--- src/rtl/core/gtf_pkg.sv ---
// Team queue package: payload types, opcodes, status codes, controller states.
// No dependencies.
package gtf_pkg;

    localparam int NumTeamsDef  = 32;
    localparam int MemberIdsDef = 1024;
    localparam int CapacityDef  = 256;

    localparam int MemberW = 10;
    localparam int TeamW   = 5;
    localparam int OpW     = 2;
    localparam int StatusW = 2;

    localparam logic [OpW-1:0] OP_MAP     = 2'd0;
    localparam logic [OpW-1:0] OP_ENQUEUE = 2'd1;
    localparam logic [OpW-1:0] OP_DEQUEUE = 2'd2;
    localparam logic [OpW-1:0] OP_NOP     = 2'd3;

    localparam logic [StatusW-1:0] ST_DONE     = 2'd0;
    localparam logic [StatusW-1:0] ST_DEQUEUED = 2'd1;
    localparam logic [StatusW-1:0] ST_EMPTY    = 2'd2;
    localparam logic [StatusW-1:0] ST_FULL     = 2'd3;

    typedef struct packed {
        logic [OpW-1:0]     opcode;
        logic [MemberW-1:0] member;
        logic [TeamW-1:0]   team_id;
    } t_req;

    typedef struct packed {
        logic [StatusW-1:0] status;
        logic [MemberW-1:0] out_member;
    } t_rsp;

    typedef enum logic [2:0] {
        S_INIT,
        S_IDLE,
        S_READ,
        S_EXEC,
        S_OUT
    } t_state;

    // controller -> datapath
    typedef struct packed {
        logic init_step;
        logic load;
        logic read;
        logic exec;
    } t_cmd;

    // datapath -> controller
    typedef struct packed {
        logic init_done;
    } t_sts;

endpackage

--- src/rtl/core/gtf_ctrl.sv ---
// Team queue controller: init sweep, then read/exec/output per request.
// Depends on gtf_pkg.
module gtf_ctrl
    import gtf_pkg::*;
(
    input  logic i_clk,
    input  logic i_rst_n,
    input  logic i_valid,
    output logic o_ready,
    output logic o_valid,
    input  logic i_ready,
    output t_cmd o_cmd,
    input  t_sts i_sts
);

    t_state r_state, n_state;

    always_ff @(posedge i_clk) begin
        if (!i_rst_n) begin
            r_state <= S_INIT;
        end else begin
            r_state <= n_state;
        end
    end

    always_comb begin
        n_state = r_state;
        o_cmd   = '0;
        o_ready = 1'b0;
        o_valid = 1'b0;
        unique case (r_state)
            S_INIT: begin
                o_cmd.init_step = 1'b1;
                if (i_sts.init_done) begin
                    n_state = S_IDLE;
                end
            end
            S_IDLE: begin
                o_ready = 1'b1;
                if (i_valid) begin
                    o_cmd.load = 1'b1;
                    n_state    = S_READ;
                end
            end
            S_READ: begin
                o_cmd.read = 1'b1;
                n_state    = S_EXEC;
            end
            S_EXEC: begin
                o_cmd.exec = 1'b1;
                n_state    = S_OUT;
            end
            S_OUT: begin
                o_valid = 1'b1;
                o_ready = i_ready;
                if (i_ready) begin
                    if (i_valid) begin
                        o_cmd.load = 1'b1;
                        n_state    = S_READ;
                    end else begin
                        n_state = S_IDLE;
                    end
                end
            end
            default: n_state = S_INIT;
        endcase
    end

endmodule

--- config.mk ---
export PLATFORM = sky130hd
export DESIGN_NAME = gtf_ctrl
export DESIGN_NICKNAME = d
export VERILOG_FILES = /design/src/rtl/core/gtf_pkg.sv /design/src/rtl/core/gtf_ctrl.sv
export SDC_FILE = /design/constraint.sdc
export NUM_CORES = 1
export LEC_CHECK = 0
export BUFFER_PORTS_ARGS = -buffer_cell sky130_fd_sc_hd__buf_2
export CAP_MARGIN = 30
export CELL_PAD_IN_SITES_DETAIL_PLACEMENT = 1
export CELL_PAD_IN_SITES_GLOBAL_PLACEMENT = 2
export CORE_AREA = 2 2 39 41
export CTS_BUF_LIST = sky130_fd_sc_hd__clkbuf_8
export CTS_CLUSTER_SIZE = 24
export DETAILED_ROUTE_END_ITERATION = 8
export DIE_AREA = 0 0 41 43
export GPL_ROUTABILITY_DRIVEN = 0
export PLACE_DENSITY_LB_ADDON = 0.12
export SETUP_SLACK_MARGIN = 0.05
export SLEW_MARGIN = 25
export SYNTH_ARGS = -nofsm -noshare
export SYNTH_HDL_FRONTEND = slang
export SYNTH_SLANG_ARGS = --single-unit
--- constraint.sdc ---
create_clock -name i_clk -period 1.4 [get_ports i_clk]
set_input_delay 0.42 -clock i_clk [delete_from_list [all_inputs] [get_ports i_clk]]
set_output_delay 0.42 -clock i_clk [all_outputs]
set_load 0.01 [all_outputs]
==> results of run 1 <==
power groups by stage:
stage	Sequential, mW	Clock [mW]	Combinational (mW)
finish	0.0964	0.241	0.0808
global route	0.0982	0.263	0.0894
CTS	0.0968	0.251	0.0789
detailed placement	0.0987	0	0.0675
global placement	0.0984	0	0.0679
floorplan	0.0988	0	0.0300
layout make-up:
| class | count | area (um2) |
|---|---|---|
| well taps | 16 | 20.02 |
| clock buffers | 3 | 41.29 |
| multi-input cells | 18 | 117.6 |
| repair buffers | 19 | 121.4 |
| flip-flops and latches | 3 | 68.82 |
| inverters | 1 | 3.754 |
| clock inverters | 1 | 3.754 |
| fillers | 172 | 1007 |
through the flow:
step	instance area, um2	hold WS [ns]
6_report	376.6	0.4423
5_1_grt	376.6	0.4519
4_1_cts	354.1	0.4421
3_5_place_dp	277.8	0.6627
3_3_place_gp	277.8	0.6637
2_1_floorplan	170.2	0.5376
how the worst max path moves through the flow:
stage | from | to | slack, ns
3_5_place_dp | i_ready | o_cmd[2] | -0.08
4_1_cts | r_state[0]$_SDFFE_PN0P_ | o_cmd[2] | -0.16
5_1_grt | r_state[0]$_SDFFE_PN0P_ | o_cmd[2] | -0.20
6_report | r_state[2]$_SDFFE_PN0P_ | o_cmd[2] | -0.15
3_3_place_gp | i_ready | o_cmd[2] | -0.08
2_1_floorplan | i_ready | o_cmd[2] | 0.16
routing by layer:
layer | vias to the layer above | share of wire [%] | track usage (%)
met5 | - | 0 | 0
met4 | 0 | 1.9 | 10.00
met3 | 2 | 4.8 | 4.712
met2 | 6 | 58 | 13.13
met1 | 111 | 35 | 9.936
li1 | 123 | - | -
layout by cell type, fill, tap and decap left out:
cell / n
buf_4: 8
nor2b_2: 1
and2_1: 1
dfxtp_4: 2
inv_2: 1
o21a_1: 2
inv_1: 1
buf_6: 1
a21boi_1: 1
nor3_4: 1
nand2b_1: 1
o21ai_0: 2
and3b_1: 1
clkbuf_8: 3
buf_2: 10
dfxtp_2: 1
nor3_1: 2
nor2_1: 5
o211a_1: 1
what timing repair did:
item | 4_1_cts | 5_1_grt
setup buffers | 2 | 2
endpoints found under the hold margin | 0 | 0
resized for setup | 5 | 3
pin swaps | 1 | 1
endpoints found under the setup margin | 6 | 6
cell families after synthesis:
group                  synth area share (%)
buffers and inverters                 2.204
and+or+nand+nor                       37.51
AOI/OAI and AO/OA                     25.00
DFF                                   35.30
worst reg2reg max path: stages (launching register included):
cell and delay [ns]:
dfxtp_4 0.35, and3b_1 0.20, o211a_1 0.23, buf_4 0.13, o21a_1 0.15
==> flow_metrics.env, run 1 <==
export IMPL_async_flop_share_pct=0
export IMPL_reg_top3="r_state (3)"
export IMPL_cts_tree="done"
export IMPL_crit_required_ns=0.98
export IMPL_fin_crit_ns=1.547
export IMPL_cp_arrival_ns=1.13
export IMPL_yosysTopAreaCellShare_pct=35.29
export IMPL_p_seq_share_pct=23.1
export IMPL_die_width_um=41
export IMPL_cts_buffers=3
export IMPL_setup_worst_path_start_class="flop"
export IMPL_boundaryPins=11
export IMPL_r2r_slack_ns=0.23
export IMPL_setup_viol_count_final=6
export IMPL_yosysSeqAreaShare_pct=35.29
export IMPL_synth_cell_type_count=12
export IMPL_clock_skew_ns=0.001503
export IMPL_grt_overflow_total=0
export IMPL_hold_end="r_state[2]$_SDFFE_PN0P_"
export IMPL_portBuffers=10
export IMPL_ys_warn_count=0
export IMPL_worst_path_stages=3
export IMPL_ys_seq_elements=3
export IMPL_area_delta_synth_final_pct=121.3
export IMPL_fmax_ghz=0.6463
export IMPL_syn_nets=27
export IMPL_worst_pin_slew_ns=0.1963
export IMPL_hpwlAfterDp_um=459.1
export IMPL_grt_max_degree=6
export IMPL_hold_buffers=0
export IMPL_drcViolationCount=0
export IMPL_clkPwrFrac_pct=57.6
export IMPL_largest_reg_flops=3
export IMPL_grt_first_pass_wirelength_um=1062
export IMPL_power_switching_share_pct=22.77
export IMPL_tns_ns=-0.4927
export IMPL_clkTransAtPathRegs_ns=0.03
export IMPL_nets=51
export IMPL_min_from="i_rst_n"
export IMPL_status="finished, violations left"
export IMPL_synth_common_cells="nor2_1, dfxtp_1, nor3_1"
export IMPL_switchingPower_mw=0.09517
export IMPL_dp_slack_ns=-0.08180
export IMPL_cp_num_buf_inv=1
export IMPL_core_um2=1384
export IMPL_whs_path_depth=2
export IMPL_cp_cell_sequence="and3b_1 > o211a_1 > buf_2"
export IMPL_intPower_mw=0.3227
export IMPL_detail_route_vias_per_cell=3.967
export IMPL_cts_root_buffer_cell="clkbuf_8"
export IMPL_synth_top_area_cell="dfxtp_1"
export IMPL_peakVddDrop_mv=0.3895
export IMPL_drt_pass1_iter_count=5
export IMPL_hp_class="in2reg"
export IMPL_die_h_um=43
export IMPL_reg2reg_to="r_state[1]$_SDFFE_PN0P_"
export IMPL_cts_sinks=3
export IMPL_dieArea_um2=1763
export IMPL_drv_slew=0
export IMPL_setup_slack_ns=-0.1474
export IMPL_slowest_stage="dfxtp_4"
export IMPL_power_total_mw=0.4179
export IMPL_worstSetupPathType="reg2out"
export IMPL_grtUsageTotal_pct=9.729
export IMPL_top_register="r_state"
export IMPL_num_rows=14
export IMPL_slew_headroom_pct=86.81
export IMPL_post_drt_wl_per_cell_um=10.54
export IMPL_critPathMaxFanout=5
export IMPL_synth_edff_count=0
export IMPL_clk_insertion_delay_late_ns=0.21
export IMPL_vias=242
export IMPL_cpLargestDelayFamily="flip-flops"
export IMPL_synth_top_flop_cell="dfxtp_1"
export IMPL_routed_wl_um=643
export IMPL_hold_viol=0
export IMPL_final_cells=61
export IMPL_ctsLongestPathBuffers=2
export IMPL_r2r_start="r_state[2]$_SDFFE_PN0P_"
export IMPL_antenna_found_initial=0
export IMPL_synth_most_common_cell="nor2_1"
export IMPL_rr_worst_depth=4
export IMPL_max_cap_violations=0
export IMPL_power_density_nw_per_um2=1110
export IMPL_antenna_cells=0
export IMPL_cp_end_kind="output pin"
export IMPL_cp_slowest_stage_delay_ns=0.35
export IMPL_drive_gt1_share_pct=62.22
export IMPL_ant_nets=0
export IMPL_drtIter0Drc=1
export IMPL_comb_power_share_pct=19.3
export IMPL_netlist_instances=22
export IMPL_initial_utilization_pct=12.30
export IMPL_placed_cells=53
export IMPL_synth_top_cells_by_area="dfxtp_1, nor2_1, nor3_1, o21a_1, o211a_1"
export IMPL_utilization_pct=27.22
export IMPL_rsz0062_at_grt="true"
export IMPL_htreeDepth=1
export IMPL_synth_area_um2=170.2
export IMPL_syn_avg_cell_area_um2=7.735
export IMPL_grt_pass1_vias=253
export IMPL_power_leakage_nw=0.2037
export IMPL_violations="setup timing"
export IMPL_post_route_period_util_pct=110.5
(Power assumes the default switching activity.)
==> run 2, diff against run 1 <==
- TNS_END_PERCENT: unset -> 1
==> run 2 against run 1 <==
Effect of this change: the run still ends with setup timing left; first-iteration DRC count increased by 100%; largest cell class is now multi-input combinational cells; flip-flop and latch count unchanged; global-route usage decreased by 0.29 points; clock skew about the same; core utilization decreased by 2.3 points; sequential share of layout area increased by 0.21 points; via count decreased by 4.1%; die area unchanged; register-to-register slack about the same.
==> flow_metrics.env, run 2 (synthesized netlist as in run 1, its figures left out) <==
export IMPL_status="finished, violations left"
export IMPL_violations="setup timing"
export IMPL_grtUsageTotal_pct=9.438
export IMPL_dr_wl_met2_um=333
export IMPL_reg_top3="r_state (3)"
export IMPL_cts_buffers=3
export IMPL_htreeDepth=1
export IMPL_wl_met1_um=214
export IMPL_fin_crit_ns=1.539
export IMPL_crit_required_ns=0.98
export IMPL_r2r_slack_ns=0.24
export IMPL_power_total_mw=0.4139
export IMPL_dieArea_um2=1763
export IMPL_post_route_period_util_pct=109.9
export IMPL_top_register="r_state"
export IMPL_grt_overflow_total=0
export IMPL_area_delta_synth_final_pct=102.9
export IMPL_max_cap_violations=0
export IMPL_cp_slowest_stage_delay_ns=0.34
export IMPL_worstSetupPathType="reg2out"
export IMPL_slew_headroom_pct=86.64
export IMPL_wl_met3_um=32
export IMPL_detail_route_vias_per_cell=4.000
export IMPL_grt_first_pass_wirelength_um=1028
export IMPL_drt_pass1_iter_count=5
export IMPL_final_cell_mix="buf_2, buf_4, nor2_1"
export IMPL_drtIter0Drc=2
export IMPL_nets=48
export IMPL_ctsLongestPathBuffers=2
export IMPL_setup_slack_ns=-0.1387
export IMPL_drv_slew=0
export IMPL_drive_gt1_share_pct=59.52
export IMPL_ant_nets=0
export IMPL_slowest_stage="dfxtp_2"
export IMPL_power_density_nw_per_um2=1199
export IMPL_cp_arrival_ns=1.12
export IMPL_final_common_cell="buf_2"
export IMPL_cp_num_buf_inv=1
export IMPL_clkTransAtPathRegs_ns=0.03
export IMPL_hp_class="in2reg"
export IMPL_routed_wl_um=594
export IMPL_boundaryPins=11
export IMPL_clock_skew_ns=0.001656
export IMPL_hold_buffers=0
export IMPL_die_width_um=41
export IMPL_hold_viol=0
export IMPL_die_h_um=43
export IMPL_largest_reg_flops=3
export IMPL_num_rows=14
export IMPL_initial_utilization_pct=12.30
export IMPL_cp_end_kind="output pin"
export IMPL_cp_cell_sequence="and3b_1 > o211a_1 > buf_2"
export IMPL_antenna_found_initial=0
export IMPL_vias=232
export IMPL_core_um2=1384
export IMPL_setup_viol_count_final=6
export IMPL_clk_insertion_delay_late_ns=0.21
export IMPL_grt_pass1_vias=243
export IMPL_cts_tree="done"
export IMPL_drcViolationCount=0
export IMPL_grt_max_degree=6
export IMPL_cpLargestDelayFamily="flip-flops"
export IMPL_rsz0062_at_grt="true"
export IMPL_worst_pin_slew_ns=0.1989
export IMPL_portBuffers=10
export IMPL_peakVddDrop_mv=0.3883
export IMPL_post_drt_wl_per_cell_um=10.24
export IMPL_cts_root_buffer_cell="clkbuf_8"
export IMPL_antenna_cells=0
export IMPL_setup_worst_path_start_class="flop"
export IMPL_fmax_ghz=0.6499
export IMPL_top_layer="met4"
export IMPL_power_leakage_nw=0.1862
export IMPL_cts_sinks=3
export IMPL_hpwlAfterDp_um=459.1
export IMPL_hold_slack_ns=0.4467
export IMPL_critPathMaxFanout=5
## run 2: worst register-to-register path: stages (launching register included)
cell     delay [ns]
dfxtp_2        0.34
and3b_1        0.20
o211a_1        0.22
buf_4          0.13
o21a_1         0.15
## run 2: what timing repair did
item	4_1_cts	5_1_grt
gates resized for setup	4	1
setup buffers	1	0
endpoints found under the setup margin	6	6
pin swaps	0	0
## run 2: per-stage QoR
step                      setup TNS [ns]  cells  cell area (um2)  worst slack [ns]  util [%]
after floorplan                        0     22            170.2            0.1564         -
after global routing             -0.8211     58            345.3           -0.2042     24.95
after CTS                        -0.5015     58            344.1           -0.1558     24.86
final                            -0.3734     58            345.3           -0.1387     24.95
after global placement          -0.07822     53            277.8          -0.07822     20.07
after detailed placement        -0.08180     53            277.8          -0.08180     20.07
## run 2: where the power goes
part	internal [mW]	switching, mW	total (mW)
Combinational	0.0410	0.0339	0.0749
Clock	0.186	0.0541	0.240
Sequential	0.0927	0.00589	0.0986
## run 2: area by class of cell
cell class / count / area, um2
inverter: 1 / 3.754
multi-input combinational: 18 / 117.6
timing repair buffer: 16 / 95.09
sequential: 3 / 63.81
clock inverter: 1 / 3.754
tap: 16 / 20.02
fill: 175 / 1039
clock buffer: 3 / 41.29
## run 2: final timing paths
kind	startpoint	depth (start not counted)	to
worst max-delay path	r_state[0]$_SDFFE_PN0P_	3	o_cmd[2]
worst min-delay path	i_rst_n	2	r_state[2]$_SDFFE_PN0P_
worst max register to register	r_state[0]$_SDFFE_PN0P_	4	r_state[1]$_SDFFE_PN0P_
worst min register to register	r_state[1]$_SDFFE_PN0P_	3	r_state[1]$_SDFFE_PN0P_
## run 2: layer usage
layer,GRT usage (%),up-vias
met1,9.646,108
met2,12.50,6
met4,10.00,0
met3,4.712,2
li1,-,116
met5,0,-
==> run 3, diff against run 2 <==
- BUFFER_PORTS_ARGS: -buffer_cell sky130_fd_sc_hd__buf_2 -> -buffer_cell sky130_fd_sc_hd__clkbuf_2
==> run 3 against run 2 <==
Effect of this change: die area unchanged; non-clock buffer count unchanged; clock power about the same; clock-buffer cell count unchanged; sequential share of layout area down 0.33 points; the flow still finishes with violations (setup timing); final cell count unchanged; final area up 1.8%; largest cell class unchanged; critical path depth unchanged; maximum frequency up 0.11%.
==> flow_metrics.env, run 3 (synthesized netlist as in run 1, its figures left out) <==
export IMPL_drtIter0Drc=2
export IMPL_fmax_ghz=0.6506
export IMPL_worst_path_stages=3
export IMPL_crit_required_ns=0.98
export IMPL_clk_insertion_delay_late_ns=0.21
export IMPL_peakVddDrop_mv=0.6054
export IMPL_setup_worst_path_start_class="flop"
export IMPL_cp_arrival_ns=1.12
export IMPL_seq_area_um2=63.81
export IMPL_hold_viol=0
export IMPL_worstSetupPathType="reg2out"
export IMPL_top_register="r_state"
export IMPL_clkTransAtPathRegs_ns=0.03
export IMPL_fin_crit_ns=1.537
export IMPL_power_density_nw_per_um2=1177
export IMPL_reg2reg_to="r_state[1]$_SDFFE_PN0P_"
export IMPL_cts_tree="done"
export IMPL_htreeDepth=1
export IMPL_grt_first_pass_wirelength_um=834
export IMPL_initial_utilization_pct=12.30
export IMPL_utilization_pct=25.41
export IMPL_reg_top3="r_state (3)"
export IMPL_largest_reg_flops=3
export IMPL_max_cap_violations=0
export IMPL_final_cell_mix="clkbuf_2, buf_4, nor2_1"
export IMPL_grt_max_degree=6
export IMPL_drv_slew=0
export IMPL_rsz0062_at_grt="true"
export IMPL_setup_slack_ns=-0.1370
export IMPL_fillers=179
export IMPL_cpLargestDelayFamily="flip-flops"
export IMPL_antenna_cells=0
export IMPL_grtUsageTotal_pct=7.322
export IMPL_violations="setup timing"
export IMPL_final_cells=58
export IMPL_hpwlAfterDp_um=478.9
export IMPL_core_um2=1384
export IMPL_worst_pin_slew_ns=0.1661
export IMPL_cp_cell_sequence="and3b_2 > o211a_1 > clkbuf_2"
export IMPL_power_total_mw=0.4140
export IMPL_multi_input_area_um2=123.9
export IMPL_cp_endpoint="o_cmd[2]"
export IMPL_drcViolationCount=0
export IMPL_grt_pass1_vias=213
export IMPL_slew_headroom_pct=88.84
export IMPL_placed_cells=53
export IMPL_r2r_start="r_state[0]$_SDFFE_PN0P_"
export IMPL_post_drt_wl_per_cell_um=9.655
export IMPL_cp_num_buf_inv=1
export IMPL_final_common_cell="clkbuf_2"
export IMPL_cp_end_kind="output pin"
export IMPL_die_h_um=43
export IMPL_status="finished, violations left"
export IMPL_die_width_um=41
export IMPL_hold_buffers=0
export IMPL_setup_viol_count_final=5
export IMPL_drive_gt1_share_pct=64.29
export IMPL_routed_wl_um=560
export IMPL_power_leakage_nw=0.1852
export IMPL_critPathMaxFanout=4
export IMPL_startpoint="r_state[0]$_SDFFE_PN0P_"
export IMPL_cts_root_buffer_cell="clkbuf_8"
export IMPL_boundaryPins=11
export IMPL_portBuffers=10
export IMPL_cts_buffers=3
export IMPL_rr_worst_depth=4
export IMPL_dieArea_um2=1763
export IMPL_cp_slowest_stage_delay_ns=0.33
export IMPL_vias=225
export IMPL_slowest_stage="dfxtp_2"
export IMPL_post_route_period_util_pct=109.8
export IMPL_drt_pass1_iter_count=3
export IMPL_clock_skew_ns=0.001159
export IMPL_detail_route_vias_per_cell=3.879
export IMPL_area_delta_synth_final_pct=106.6
export IMPL_num_rows=14
export IMPL_hp_class="in2reg"
export IMPL_r2r_slack_ns=0.23
export IMPL_ant_nets=0
export IMPL_ctsLongestPathBuffers=2
export IMPL_grt_overflow_total=0
export IMPL_antenna_found_initial=0
export IMPL_nets=48
export IMPL_hold_slack_ns=0.4477
export IMPL_cts_sinks=3
## run 3: cell types whose count changed in the layout (fill, tap and decap cells not counted)
cell,change
and3b_1,-1
and3b_2,+1
buf_2,-8
clkbuf_2,+8
nor3_1,-1
nor3_2,+1
## run 3: timing repair
item / in CTS / in global routing
pin swaps: 3 / 0
resized for setup: 7 / 2
hold endpoints to repair: 0 / 0
setup endpoints to repair: 6 / 6
setup buffers: 1 / 0
gates cloned: 0 / 0
## run 3: per-layer routing
| metal | vias to the layer above | share of wire (%) | GRT usage (%) |
|---|---|---|---|
| met5 | - | 0 | 0 |
| met1 | 102 | 38 | 7.051 |
| li1 | 117 | - | - |
| met2 | 6 | 55 | 11.25 |
| met3 | 0 | 7.0 | 4.712 |
| met4 | 0 | 0 | 4.000 |
## run 3: power breakdown
| part | internal, mW | total [mW] | switching [mW] |
|---|---|---|---|
| combinational | 0.0427 | 0.0778 | 0.0351 |
| clock | 0.186 | 0.239 | 0.0524 |
| sequential | 0.0927 | 0.0976 | 0.00494 |
| total | 0.322 | 0.414 | 0.0924 |
## run 3: worst min path at each step
stage	startpoint	to	slack, ns	cells past startpoint
after floorplan	i_rst_n	r_state[1]$_SDFFE_PN0P_	0.54	1
after global placement	r_state[1]$_SDFFE_PN0P_	r_state[1]$_SDFFE_PN0P_	0.66	3
after detailed placement	r_state[1]$_SDFFE_PN0P_	r_state[1]$_SDFFE_PN0P_	0.66	3
after CTS	i_rst_n	r_state[1]$_SDFFE_PN0P_	0.45	2
after global routing	i_rst_n	r_state[1]$_SDFFE_PN0P_	0.46	2
final	i_rst_n	r_state[1]$_SDFFE_PN0P_	0.45	2
## run 3: area by class of cell
cell class	instances	area share, %
sequential	3	18.15
inverter	1	1.068
multi-input combinational	18	35.23
timing repair buffer	16	27.05
clock inverter	1	1.068
tap	16	5.694
clock buffer	3	11.74
## run 3: through the flow
step	TNS (ns)	setup slack (ns)	area, um2
2_1_floorplan	0	0.1564	170.2
3_3_place_gp	-0.07267	-0.07267	277.8
3_5_place_dp	-0.07387	-0.07165	277.8
4_1_cts	-0.4415	-0.1520	351.6
5_1_grt	-0.6720	-0.1837	351.6
6_report	-0.3626	-0.1370	351.6
## run 3: worst register-to-register path: stages, from the launching register on
cell and delay (ns):
dfxtp_2 0.33, and3b_2 0.23, o211a_1 0.22, buf_4 0.13
o21a_1 0.15
